===== src/rtl/core/assert_macros.svh =====
// Assertion helpers, clocked on clk with reset arst_n
`ifndef ASSERT_MACROS_SVH
`define ASSERT_MACROS_SVH

`define ASSERT_CLK(lbl, prop, msg) \
	lbl: assert property (@(posedge clk) disable iff (!arst_n) prop) else $error(msg);

`define ASSERT_NEXT(lbl, ante, cons, msg) \
	lbl: assert property (@(posedge clk) disable iff (!arst_n) (ante) |=> (cons)) else $error(msg);

`endif


===== src/rtl/core/nbm_pkg.sv =====
package nbm_pkg;

	localparam int MAX_INPUTS = 64;
	localparam int DATA_W = 16;
	localparam int IDX_W = $clog2(MAX_INPUTS);
	localparam int CNT_W = $clog2(MAX_INPUTS + 3);
	localparam int ACC_W = 40;
	localparam int FRAC = 12;
	// two slots of the update pipeline sit in the ring with the cells
	localparam int RING_LEN = MAX_INPUTS + 2;

	localparam logic [2:0] CMD_LOAD = 3'd0;
	localparam logic [2:0] CMD_FWD = 3'd1;
	localparam logic [2:0] CMD_TARGET = 3'd2;
	localparam logic [2:0] CMD_HIDDEN = 3'd3;
	localparam logic [2:0] CMD_UPDATE = 3'd4;

	localparam logic [1:0] REG_ACTIVE = 2'd0;
	localparam logic [1:0] REG_RATE = 2'd1;
	localparam logic [1:0] REG_MOMENTUM = 2'd2;

	typedef enum logic [2:0] {
		S_IDLE,
		S_EXEC,
		S_ACC,
		S_TANH,
		S_DER,
		S_GRAD,
		S_UPD,
		S_DONE
	} state_t;

	typedef struct packed {
		logic signed [DATA_W-1:0] w;
		logic signed [DATA_W-1:0] x;
		logic signed [DATA_W-1:0] d;
	} cell_t;

	typedef struct packed {
		logic shift;
		logic wr_w;
		logic wr_x;
	} cell_ctl_t;

	function automatic logic signed [DATA_W-1:0] sat_d(input logic signed [63:0] v);
		logic signed [63:0] hi;
		logic signed [63:0] lo;
		hi = 64'sd32767;
		lo = -64'sd32768;
		if (v > hi) begin
			return 16'sh7fff;
		end else if (v < lo) begin
			return 16'sh8000;
		end
		return v[DATA_W-1:0];
	endfunction

	function automatic logic [12:0] tanh_tab(input logic [4:0] k);
		logic [12:0] r;
		case (k)
			5'd0: r = 13'd0;
			5'd1: r = 13'd1003;
			5'd2: r = 13'd1893;
			5'd3: r = 13'd2602;
			5'd4: r = 13'd3119;
			5'd5: r = 13'd3475;
			5'd6: r = 13'd3707;
			5'd7: r = 13'd3856;
			5'd8: r = 13'd3949;
			5'd9: r = 13'd4006;
			5'd10: r = 13'd4041;
			5'd11: r = 13'd4062;
			5'd12: r = 13'd4076;
			5'd13: r = 13'd4084;
			5'd14: r = 13'd4089;
			5'd15: r = 13'd4091;
			default: r = 13'd4093;
		endcase
		return r;
	endfunction

endpackage


===== src/rtl/core/nbm_cell.sv =====
module nbm_cell (
	input  logic                            clk,
	input  logic                            arst_n,
	input  nbm_pkg::cell_ctl_t              ctl,
	input  logic signed [nbm_pkg::DATA_W-1:0] wdata,
	input  nbm_pkg::cell_t                  din,
	output nbm_pkg::cell_t                  q
);

	logic signed [nbm_pkg::DATA_W-1:0] w_q;
	logic signed [nbm_pkg::DATA_W-1:0] x_q;
	logic signed [nbm_pkg::DATA_W-1:0] d_q;

	always_ff @(posedge clk) begin
		if (ctl.shift) begin
			w_q <= din.w;
			x_q <= din.x;
		end else begin
			if (ctl.wr_w) begin
				w_q <= wdata;
			end
			if (ctl.wr_x) begin
				x_q <= wdata;
			end
		end
	end

	// deltas start at zero
	always_ff @(posedge clk or negedge arst_n) begin
		if (!arst_n) begin
			d_q <= '0;
		end else if (ctl.shift) begin
			d_q <= din.d;
		end
	end

	assign q = {w_q, x_q, d_q};

endmodule


===== config.mk =====
export PLATFORM = sky130hd
export DESIGN_NAME = nbm_cell
export DESIGN_NICKNAME = d
export VERILOG_FILES = /design/src/rtl/core/assert_macros.svh /design/src/rtl/core/nbm_pkg.sv /design/src/rtl/core/nbm_cell.sv
export SDC_FILE = /design/constraint.sdc
export NUM_CORES = 1
export LEC_CHECK = 0
export ABC_CLOCK_PERIOD_IN_PS = 1160
export BUFFER_PORTS_ARGS = -buffer_cell sky130_fd_sc_hd__buf_2
export CAP_MARGIN = 0
export CORE_ASPECT_RATIO = 2
export CORE_MARGIN = 3
export CORE_UTILIZATION = 30
export CTS_BUF_LIST = sky130_fd_sc_hd__clkbuf_4 sky130_fd_sc_hd__clkbuf_8 sky130_fd_sc_hd__clkbuf_16
export DETAILED_ROUTE_END_ITERATION = 8
export MAX_ROUTING_LAYER = met4
export SYNTH_ARGS = -nofsm -noshare
export SYNTH_HDL_FRONTEND = slang
export SYNTH_SLANG_ARGS = --single-unit

===== constraint.sdc =====
create_clock -name clk -period 1.16 [get_ports clk]
set_input_delay 0.116 -clock clk [delete_from_list [all_inputs] [get_ports clk]]
set_output_delay 0.116 -clock clk [all_outputs]
set_load 0.1 [all_outputs]

# Yosys cells after proc, flatten, opt, wreduce, memory -nomap -nowiden
# Index checks and enable logic that the tools add are counted.
# Widths: inputs -> output; s select.
[word_totals]
elab_cells = 9
inputBits = 69
out_inout_bits = 48
register_bits = 48
[classes]
reduce_logical = 2
n_mux = 4
[ops]
columns = ["operator", "n"]
rows = [
  ["$mux 16", 4],
  ["$reduce_bool 2->1", 2],
]

# Logic depth before layout (Yosys ltp)
# Gate-level depths: netlist of run 1.
[depth]
ltp_word = 2
ltp_mapped = 3
ltp_nobuf = 1

# Worst setup path after synthesis of run 1
# OpenSTA, ideal clock, no wires.
[synth_timing]
path_kind = "register to register"
from = "register d_q[0] (netlist name)"
to = "register d_q[0] in the netlist's numbering"
arrival_ns = 1.132
period_less_slack_ns = 1.258
stages_incl_launch_ff = 2
path_buffers = 0
path_slack_ns = -0.098
setup_ns = 0.126
required_time_ns = 1.034
path_cell_list = "dfrtp_1 > mux2_4"
[synth_lines]
columns = ["element", "line_no", "text"]
rows = [
  ["to (signal assigned)", "nbm_cell.sv:33", "d_q <= din.d;"],
  ["to (decl)", "nbm_cell.sv:12", "logic signed [nbm_pkg::DATA_W-1:0] d_q;"],
]

# Final worst setup path of run 1
[layout_timing]
from = "register w_q[4] in the netlist's numbering"
to = "output q[36] in the netlist's numbering"
[layout_lines]
columns = ["element", "line_no", "text"]
rows = [
  ["from (decl)", "nbm_cell.sv:10", "logic signed [nbm_pkg::DATA_W-1:0] w_q;"],
  ["from (signal assigned)", "nbm_cell.sv:16", "w_q <= din.w;"],
  ["from (signal assigned)", "nbm_cell.sv:20", "w_q <= wdata;"],
  ["to (decl)", "nbm_cell.sv:7", "output nbm_pkg::cell_t q"],
]
# No word-level cell between the ends.

==> key figures, run 1 <==
Clock network
  • Sink Count: 48
  • CTS buffer count: 5
  • Root buffer cell: clkbuf_16
  • Post-CTS setup buffers: 0
  • CTS tree: built
  • Latest clock arrival within the worst-skew pair: 280 ps
  • Worst-path clk slew: 60 ps
  • Max clock buf depth: 2
  • H-tree levels: 2

Routing
  • Wirelength per Cell: 15.7 um
  • Drc violations: 0
  • Final wirelength: 4970 um
  • Vias/cell: 4.29
  • DR pass1 iterations: 3
  • Via count: 1360
  • Routed Antenna Nets: 0
  • DR iter-0 viols: 30

Layout
  • Fraction of layout cells with a size suffix above 1: 0.854
  • Layout Utilization: 0.517
  • Cell area after layout: 0.00364 mm^2
  • Fin nets: 295
  • Area growth syn-to-layout: 65.2%

Die
  • Core ar.: 0.00705 mm^2
  • Die H: 127 um
  • Die Wd: 66.6 um
  • Total die area: 0.00848 mm^2
  • Initial core utilization: 0.313
  • Row count: 43
  • Num ports: 117

Yosys
  • Synth Area per Inst: 21.2 um^2
  • Syn Inst Count: 104
  • Syn Std Cell Area: 0.00221 mm^2
  • Syn_nets: 173
  • Cell taking the most area after synthesis: edfxtp_1
  • Register area share after synthesis: 0.617
  • Synth Register Bits: 48
  • Post-synth EDFFs: 32
  • Primary FF master, synth: edfxtp_1
  • Async set or reset register ratio after synthesis: 0.333
  • Post-synthesis cell type count: 6
  • Synth warn: 0
  • List of most frequent post-synthesis cells: mux2_4 (48), edfxtp_1 (32), dfrtp_1 (16)
  • Most frequent cell after synthesis: mux2_4
  • Main area contributors after synthesis: edfxtp_1 (44%), mux2_4 (33%), dfrtp_1 (18%)
  • Yosys top cell area share: 0.436

Timing
  • Worst slew pin tran: 487 ps
  • Final worst path period share: 0.980
  • Unrepaired setup endpoints after global routing: no
  • Final Worst Setup Slack: 23.3 ps
  • Clock skew: 0 ps
  • Highest clock rate: 0.880 GHz
  • TNS Setup: 0 ps
  • Max-slew headroom: 0.678
  • Count of pins over their slew limit: 0
  • Endpoints failing hold: 0
  • # setup viols final: 0
  • Min Tclk post-route: 1140 ps

Critical path
  • CP Data Required Time: 1040 ps
  • Critical Path, Cell by Cell: buf_2
  • Buf/Inv on CP: 1
  • Crit path DAT: 1020 ps
  • Critical path fanouts, max: 1
  • CP max-delay cell: buf_2
  • CP delay by family, top: buffers and inverters
  • Worst R2R Setup Slack: 350 ps
  • CP max stage delay: 420 ps
  • Worst Path Class, Setup: flip-flop to output pin
  • Critical Path End Type: output pin
  • Worst setup SP type: flip-flop

GRT
  • Initial antenna violation count: 1
  • Vias in the first global route: 1523
  • Gr usage total: 0.125
  • Global route total overflow: 0
  • Largest net degree at the start of global routing: 19
  • Global-route wire length before repair: 7510 um

Power
  • Gate power share: 0.383
  • Sw power: 2.28 mW
  • Pwr Density: 1770 mW/mm^2
  • Reg power frac: 0.341
  • VDD IR max: 0.744 mV
  • Total power: 6.44 mW
  • Switching share of power: 0.355
  • Clk network pwr share: 0.276
  • Pleak: 1.69 nW
  • P_int: 4.16 mW

Place
  • # port buffers: 116
  • GPL Wtd Cong: 0.735
  • DP Worst Slack: -1.07 ps
  • DP HPWL: 4100 um
  • Post-DP Area: 0.00343 mm^2

Job
  • Max-cap violation count: 0

Run status
  • Run status: finished, final reports clean

Hold path
  • Hold crit path type: input pin to flip-flop
-- state kept, by name (all words and copies together), names as in the netlist --
| register | count |
|---|---|
| w_q | 16 |
| d_q | 16 |
| x_q | 16 |
-- repair_timing --
action	in CTS	in global routing
hold buffers	1	0
endpoints found under the setup margin	0	5
gates resized for setup	0	5
endpoints found under the hold margin	16	0
-- worst paths after layout --
check                                      end  cells past startpoint                 from
max                                      q[36]                      1     w_q[4]$_DFFE_PP_
min                        d_q[12]$_DFFE_PN0P_                      2              din[12]
max reg2reg                d_q[11]$_DFFE_PN0P_                      1  d_q[11]$_DFFE_PN0P_
min reg2reg                 d_q[6]$_DFFE_PN0P_                      1   d_q[6]$_DFFE_PN0P_
max in group asynchronous  d_q[13]$_DFFE_PN0P_                      2               arst_n
min in group asynchronous   d_q[3]$_DFFE_PN0P_                      2               arst_n
-- through the flow --
step | hold WS [ps] | instances
floorplan | -180 | 104
global placement | 47.9 | 308
detailed placement | 56.7 | 308
CTS | 53.8 | 316
global route | 57.2 | 317
finish | 61.2 | 317
-- layout make-up --
class	instances	area [um^2]
antenna	1	2.50
sequential	48	1380
clock buffer	5	125
fill	581	3400
clock inverter	2	60.1
timing repair buffer	121	1230
tap	90	113
multi-input combinational	50	733
-- logic make-up (layout without fill, tap and decap cells) --
logic type / count (synthesis) / in the layout / share of synthesized area
flip-flops: 48 / 48 / 0.617
buffers and inverters: 6 / 128 / 0.0505
other: 0 / 1 / 0
multiplexers: 48 / 48 / 0.327
AND/OR/NAND/NOR: 2 / 2 / 0.00567
-- cells in the final DEF (no fill, tap or decap), types with 2 or more instances in the layout --
cell,n
edfxtp_1,32
or2_2,2
bufinv_16,2
buf_12,40
dfrtp_2,16
buf_2,73
clkbuf_4,5
mux2_4,48
buf_4,2
clkbuf_16,5
-- power by group through the flow --
stage                     clock [mW]  sequential (mW)  combinational [mW]
after detailed placement           0             2.23                2.47
after CTS                       1.84             2.20                2.48
after global placement             0             2.22                2.45
after global routing            1.90             2.22                2.53
after floorplan                    0             3.49               0.332
final                           1.78             2.20                2.46
-- layer usage --
metal,track usage,vias to the layer above,part of all wire
met5,-,-,0
met3,0.0281,9,0.082
met2,0.228,79,0.57
met1,0.119,642,0.32
met4,0.0599,0,0.026
li1,-,630,-
No activity file was read; power rests on OpenSTA's default activity.
==> inputs of run 2 (changes only) <==
--- a/config.mk
+++ b/config.mk
@@ -5,13 +5,12 @@
 export SDC_FILE = /design/constraint.sdc
 export NUM_CORES = 1
 export LEC_CHECK = 0
-export ABC_CLOCK_PERIOD_IN_PS = 1160
 export BUFFER_PORTS_ARGS = -buffer_cell sky130_fd_sc_hd__buf_2
 export CAP_MARGIN = 0
 export CORE_ASPECT_RATIO = 2
 export CORE_MARGIN = 3
 export CORE_UTILIZATION = 30
-export CTS_BUF_LIST = sky130_fd_sc_hd__clkbuf_4 sky130_fd_sc_hd__clkbuf_8 sky130_fd_sc_hd__clkbuf_16
+export CTS_BUF_LIST = sky130_fd_sc_hd__clkbuf_4 sky130_fd_sc_hd__clkbuf_8
 export DETAILED_ROUTE_END_ITERATION = 8
 export MAX_ROUTING_LAYER = met4
 export SYNTH_ARGS = -nofsm -noshare
==> key figures, run 2 (same netlist as run 1, synthesis figures left out) <==
Die
  • Core ar.: 0.00705 mm^2 (unchanged)
  • Die Wd: 66.6 um (unchanged)
  • Die H: 127 um (unchanged)
  • Total die area: 0.00848 mm^2 (unchanged)
  • Initial core utilization: 0.313 (unchanged)
  • Num ports: 117 (unchanged)
  • Row count: 43 (unchanged)

Routing
  • Drc violations: 0 (unchanged)
  • Via count: 1356 (was 1360)
  • DR iter-0 viols: 45 (was 30)
  • Routed Antenna Nets: 0 (unchanged)
  • Wirelength per Cell: 15.6 um (was 15.7 um)
  • DR pass1 iterations: 3 (unchanged)
  • Vias/cell: 4.28 (was 4.29)
  • Final wirelength: 4950 um (was 4970 um)

Layout
  • Largest regs: d_q: 16 flops, w_q: 16 flops, x_q: 16 flops (unchanged)
  • Register area: 0.00138 mm^2 (unchanged)
  • Fin nets: 295 (unchanged)
  • Multi-input gate area: 733 um^2 (unchanged)
  • Finished Layout Cells: 317 (unchanged)
  • Commonest non-fill, non-tap cell in the layout: buf_2 (unchanged)
  • Most frequent cells in the layout: buf_2 (68), mux2_4 (48), buf_12 (40), edfxtp_1 (32), dfrtp_2 (16) (was buf_2 (73), mux2_4 (48), buf_12 (40), edfxtp_1 (32), dfrtp_2 (16))
  • Fraction of layout cells with a size suffix above 1: 0.854 (unchanged)
  • Layout fillers: 585 (was 581)
  • Area growth syn-to-layout: 63.2% (was 65.2%)

Place
  • Placed insts: 308 (unchanged)
  • GPL Wtd Cong: 0.735 (unchanged)
  • # port buffers: 116 (unchanged)
  • DP HPWL: 4100 um (unchanged)
  • DP Worst Slack: -1.07 ps (unchanged)

Run status
  • Run status: finished, final reports clean (unchanged)

GRT
  • Vias in the first global route: 1518 (was 1523)
  • Global-route wire length before repair: 7510 um (about the same)
  • Largest net degree at the start of global routing: 19 (unchanged)
  • Gr usage total: 0.126 (was 0.125)
  • Initial antenna violation count: 1 (unchanged)
  • Global route total overflow: 0 (unchanged)

Critical path
  • Critical Path, Cell by Cell: buf_12 (was buf_2)
  • WP depth: 1 (unchanged)
  • Worst setup SP type: flip-flop (unchanged)
  • Crit path DAT: 940 ps (was 1020 ps)
  • Register-to-Register Path Depth: 1 (unchanged)
  • Worst Path Class, Setup: flip-flop to output pin (unchanged)
  • CP Data Required Time: 1040 ps (about the same)
  • Critical Path End Type: output pin (unchanged)
  • CP max stage delay: 450 ps (was 420 ps)
  • CP delay by family, top: flip-flops (was buffers and inverters)
  • Critical path fanouts, max: 1 (unchanged)
  • Buf/Inv on CP: 1 (unchanged)
  • CP max-delay cell: edfxtp_1 (was buf_2)

Clock network
  • Max clock buf depth: 2 (unchanged)
  • CTS buffer count: 5 (unchanged)
  • H-tree levels: 2 (unchanged)
  • Post-CTS setup buffers: 0 (unchanged)
  • Root buffer cell: clkbuf_8 (was clkbuf_16)
  • Worst-path clk slew: 80 ps (was 60 ps)
  • Sink Count: 48 (unchanged)
  • Latest clock arrival within the worst-skew pair: 290 ps (was 280 ps)
  • CTS tree: built (unchanged)

Timing
  • Count of pins over their slew limit: 0 (unchanged)
  • # setup viols final: 0 (unchanged)
  • Final worst path period share: 0.913 (was 0.980)
  • Clock skew: 0 ps (unchanged)
  • Worst slew pin tran: 413 ps (was 487 ps)
  • Max-slew headroom: 0.724 (was 0.678)
  • Endpoints failing hold: 0 (unchanged)
  • Final Worst Setup Slack: 101 ps (was 23.3 ps)
  • Highest clock rate: 0.944 GHz (was 0.880 GHz)
  • Min Tclk post-route: 1060 ps (was 1140 ps)
  • Final Hold Slack: 47.0 ps (was 61.2 ps)
  • TNS Setup: 0 ps (unchanged)
  • Unrepaired setup endpoints after global routing: no (unchanged)

Hold path
  • Hold crit path type: input pin to flip-flop (unchanged)
  • Hold Path Stages: 2 (unchanged)

Job
  • Max-cap violation count: 0 (unchanged)

Power
  • Pleak: 1.67 nW (was 1.69 nW)
  • VDD IR max: 0.868 mV (was 0.744 mV)
  • Pwr Density: 1680 mW/mm^2 (was 1770 mW/mm^2)
==> run 2: cell count changes in the layout (fill, tap and decap cells not counted) <==
| cell | before | now |
|---|---|---|
| buf_4 | 2 | 12 |
| clkbuf_16 | 5 | 0 |
| buf_2 | 73 | 68 |
| clkbuf_4 | 5 | 0 |
| clkbuf_8 | 0 | 5 |
==> run 2: cell type report <==
type,count,share of cell area
Antenna cell,1,0.000695
Multi-Input combinational cell,50,0.204
Timing Repair Buffer,121,0.345
Sequential cell,48,0.384
Clock inverter,2,0.0167
Clock buffer,5,0.0191
Tap cell,90,0.0313
==> run 2: power by group <==
| part | internal [mW] | total (mW) | switching, mW |
|---|---|---|---|
| sequential | 2.05 | 2.19 | 0.145 |
| combinational | 0.895 | 2.48 | 1.58 |
| clock | 0.848 | 1.36 | 0.514 |
| total | 3.79 | 6.03 | 2.24 |
==> run 2: routing by layer <==
| layer | part of all wire | vias up | GRT usage |
|---|---|---|---|
| met5 | 0 | - | - |
| met3 | 0.086 | 7 | 0.0308 |
| met1 | 0.31 | 640 | 0.117 |
| met2 | 0.57 | 79 | 0.228 |
| li1 | - | 630 | - |
| met4 | 0.025 | 0 | 0.0635 |
==> run 2: per-stage QoR <==
stage | utilization | total power, mW | area (um^2)
2_1_floorplan | - | 3.82 | 2230
3_3_place_gp | 0.487 | 4.68 | 3430
3_5_place_dp | 0.487 | 4.70 | 3430
4_1_cts | 0.510 | 6.12 | 3600
5_1_grt | 0.511 | 6.24 | 3600
6_report | 0.511 | 6.03 | 3600
==> run 2: timing repair <==
item                                    4_1_cts  5_1_grt
gates resized for setup                      10        0
hold endpoints to repair                     16        0
hold buffers                                  1        0
endpoints found under the setup margin       10        0
==> run 2: worst paths after layout <==
path                       slack, ps                  end                 from
min in group asynchronous        260   d_q[3]$_DFFE_PN0P_               arst_n
hold reg to reg                  560   d_q[6]$_DFFE_PN0P_   d_q[6]$_DFFE_PN0P_
setup / recovery                 100                q[28]    x_q[12]$_DFFE_PP_
max in group asynchronous        610  d_q[13]$_DFFE_PN0P_               arst_n
hold / removal                    50  d_q[12]$_DFFE_PN0P_              din[12]
setup reg to reg                 340  d_q[11]$_DFFE_PN0P_  d_q[11]$_DFFE_PN0P_
==> inputs of run 3 (changes only) <==
==> constraint.sdc (replaced) <==
create_clock -name clk -period 0.9 [get_ports clk]
set_input_delay 0.09 -clock clk [delete_from_list [all_inputs] [get_ports clk]]
set_output_delay 0.09 -clock clk [all_outputs]
set_load 0.1 [all_outputs]
==> key figures, run 3 (same netlist as run 1, synthesis figures left out) <==
Timing
  • # setup viols final: 48 (was 0)
  • TNS Setup: -6190 ps (was 0 ps)
  • Count of pins over their slew limit: 0 (unchanged)
  • Final Hold Slack: 13.9 ps (was 47.0 ps)
  • Clock skew: 0 ps (unchanged)
  • Unrepaired setup endpoints after global routing: yes (was no)
  • Worst slew pin tran: 377 ps (was 413 ps)
  • Max-slew headroom: 0.749 (was 0.724)
  • Final worst path period share: 1.19
  • Endpoints failing hold: 0 (unchanged)
  • Min Tclk post-route: 1080 ps
  • Final Worst Setup Slack: -175 ps (was 101 ps)
  • Highest clock rate: 0.930 GHz

Run status
  • Run status: complete, but fails checks (was finished, final reports clean)
  • Failing checks: setup timing

Clock network
  • Root buffer cell: clkbuf_8 (unchanged)
  • H-tree levels: 2 (unchanged)
  • Max clock buf depth: 2 (unchanged)
  • CTS tree: built (unchanged)
  • Latest clock arrival within the worst-skew pair: 300 ps (was 290 ps)
  • Sink Count: 48 (unchanged)
  • Worst-path clk slew: 90 ps (was 80 ps)
  • Post-CTS setup buffers: 0 (unchanged)
  • CTS buffer count: 5 (unchanged)

Critical path
  • Critical Path, Cell by Cell: buf_12 (unchanged)
  • CP max stage delay: 500 ps (was 450 ps)
  • Critical Path End Type: output pin (unchanged)
  • Worst Path Class, Setup: flip-flop to output pin (unchanged)
  • CP delay by family, top: flip-flops (unchanged)
  • Buf/Inv on CP: 1 (unchanged)
  • CP max-delay cell: dfrtp_4 (was edfxtp_1)
  • Worst setup SP type: flip-flop (unchanged)
  • Crit path DAT: 990 ps (was 940 ps)
  • CP Data Required Time: 810 ps (was 1040 ps)
  • Critical path fanouts, max: 2 (was 1)

Layout
  • Area growth syn-to-layout: 73.8% (was 63.2%)
  • Antenna Cells: 0 (was 1)
  • Fraction of layout cells with a size suffix above 1: 0.835 (was 0.854)
  • Fin nets: 304 (was 295)
  • Commonest non-fill, non-tap cell in the layout: buf_2 (unchanged)
  • Cell area after layout: 0.00383 mm^2 (was 0.00360 mm^2)
  • Largest regs: d_q: 16 flops, w_q: 16 flops, x_q: 16 flops (unchanged)
  • Most frequent cells in the layout: buf_2 (68), buf_12 (52), mux2_4 (48), edfxtp_1 (32), dfrtp_4 (16) (was buf_2 (68), mux2_4 (48), buf_12 (40), edfxtp_1 (32), dfrtp_2 (16))

Place
  • # port buffers: 116 (unchanged)
  • GPL Wtd Cong: 0.742 (was 0.735)
  • Post-DP Area: 0.00368 mm^2 (was 0.00343 mm^2)
  • DP HPWL: 4300 um (was 4100 um)

Die
  • Die H: 127 um (unchanged)
  • Core ar.: 0.00705 mm^2 (unchanged)
  • Die Wd: 66.6 um (unchanged)
  • Initial core utilization: 0.313 (unchanged)
  • Row count: 43 (unchanged)
  • Num ports: 117 (unchanged)
  • Total die area: 0.00848 mm^2 (unchanged)

Routing
  • DR iter-0 viols: 48 (was 45)
  • Vias/cell: 4.34 (was 4.28)
  • Wirelength per Cell: 16.4 um (was 15.6 um)
  • Drc violations: 0 (unchanged)
  • Final wirelength: 5340 um (was 4950 um)
  • Routed Antenna Nets: 0 (unchanged)
  • Via count: 1416 (was 1356)
  • DR pass1 iterations: 4 (was 3)

Hold path
  • Hold crit path type: input pin to flip-flop (unchanged)

GRT
  • Gr usage total: 0.136 (was 0.126)
  • Global route total overflow: 0 (unchanged)
  • Global-route wire length before repair: 8030 um (was 7510 um)
  • Largest net degree at the start of global routing: 17 (was 19)
  • Initial antenna violation count: 0 (was 1)
  • Vias in the first global route: 1607 (was 1518)

Power
  • Pwr Density: 1960 mW/mm^2 (was 1680 mW/mm^2)
  • Total power: 7.53 mW (was 6.03 mW)
  • Pleak: 1.75 nW (was 1.67 nW)
  • VDD IR max: 0.792 mV (was 0.868 mV)

Job
  • Max-cap violation count: 0 (unchanged)
## run 3: cell count changes in the layout (fill, tap and decap cells not counted), sizes merged
| cell | before | now |
|---|---|---|
| dlygate4sd3 | 1 | 7 |
| buf | 120 | 123 |
| clkinv | 0 | 3 |
| bufinv | 2 | 0 |
| diode | 1 | 0 |
## run 3: worst paths after layout
kind | cells past startpoint | start | slack, ps | endpoint
setup / recovery | 1 | d_q[10]$_DFFE_PN0P_ | -180 | q[10]
hold / removal | 2 | din[8] | 10 | d_q[8]$_DFFE_PN0P_
setup reg to reg | 1 | d_q[13]$_DFFE_PN0P_ | 20 | d_q[13]$_DFFE_PN0P_
hold reg to reg | 1 | d_q[5]$_DFFE_PN0P_ | 600 | d_q[5]$_DFFE_PN0P_
max in group asynchronous | 2 | arst_n | 370 | d_q[2]$_DFFE_PN0P_
min in group asynchronous | 2 | arst_n | 220 | d_q[11]$_DFFE_PN0P_
## run 3: cell type report
type / count / area, um^2
clock buffers: 5 / 68.8
clock inverters: 3 / 18.8
multi-input cells: 50 / 738
flip-flops and latches: 48 / 1420
fillers: 554 / 3210
well taps: 90 / 113
repair buffers: 130 / 1470
## run 3: power by group
group | total, mW | leakage [nW] | internal [mW] | switching [mW]
Sequential | 2.89 | 0.498 | 2.68 | 0.216
Combinational | 3.36 | 1.20 | 1.32 | 2.05
Clock | 1.27 | 0.0479 | 0.542 | 0.730
Total | 7.53 | 1.75 | 4.54 | 2.99
## run 3: stage by stage
stage	worst slack (ps)	util	instances
after floorplan	-127	-	104
after global placement	-169	0.522	311
after detailed placement	-188	0.522	311
after CTS	-193	0.544	326
after global routing	-218	0.544	326
final	-175	0.544	326
## run 3: timing repair
item                                    in CTS  in global routing
endpoints found under the hold margin       22                  0
endpoints found under the setup margin      48                 48
resized for setup                            0                  0
hold buffers                                 7                  0
pin swaps                                    0                  0
## run 3: routing by layer
metal  share of wire  track usage  vias up
met2            0.57        0.241       71
met4           0.039       0.0778        0
met1            0.32        0.128      684
met5               0            -        -
li1                -            -      649
met3           0.072       0.0325       12
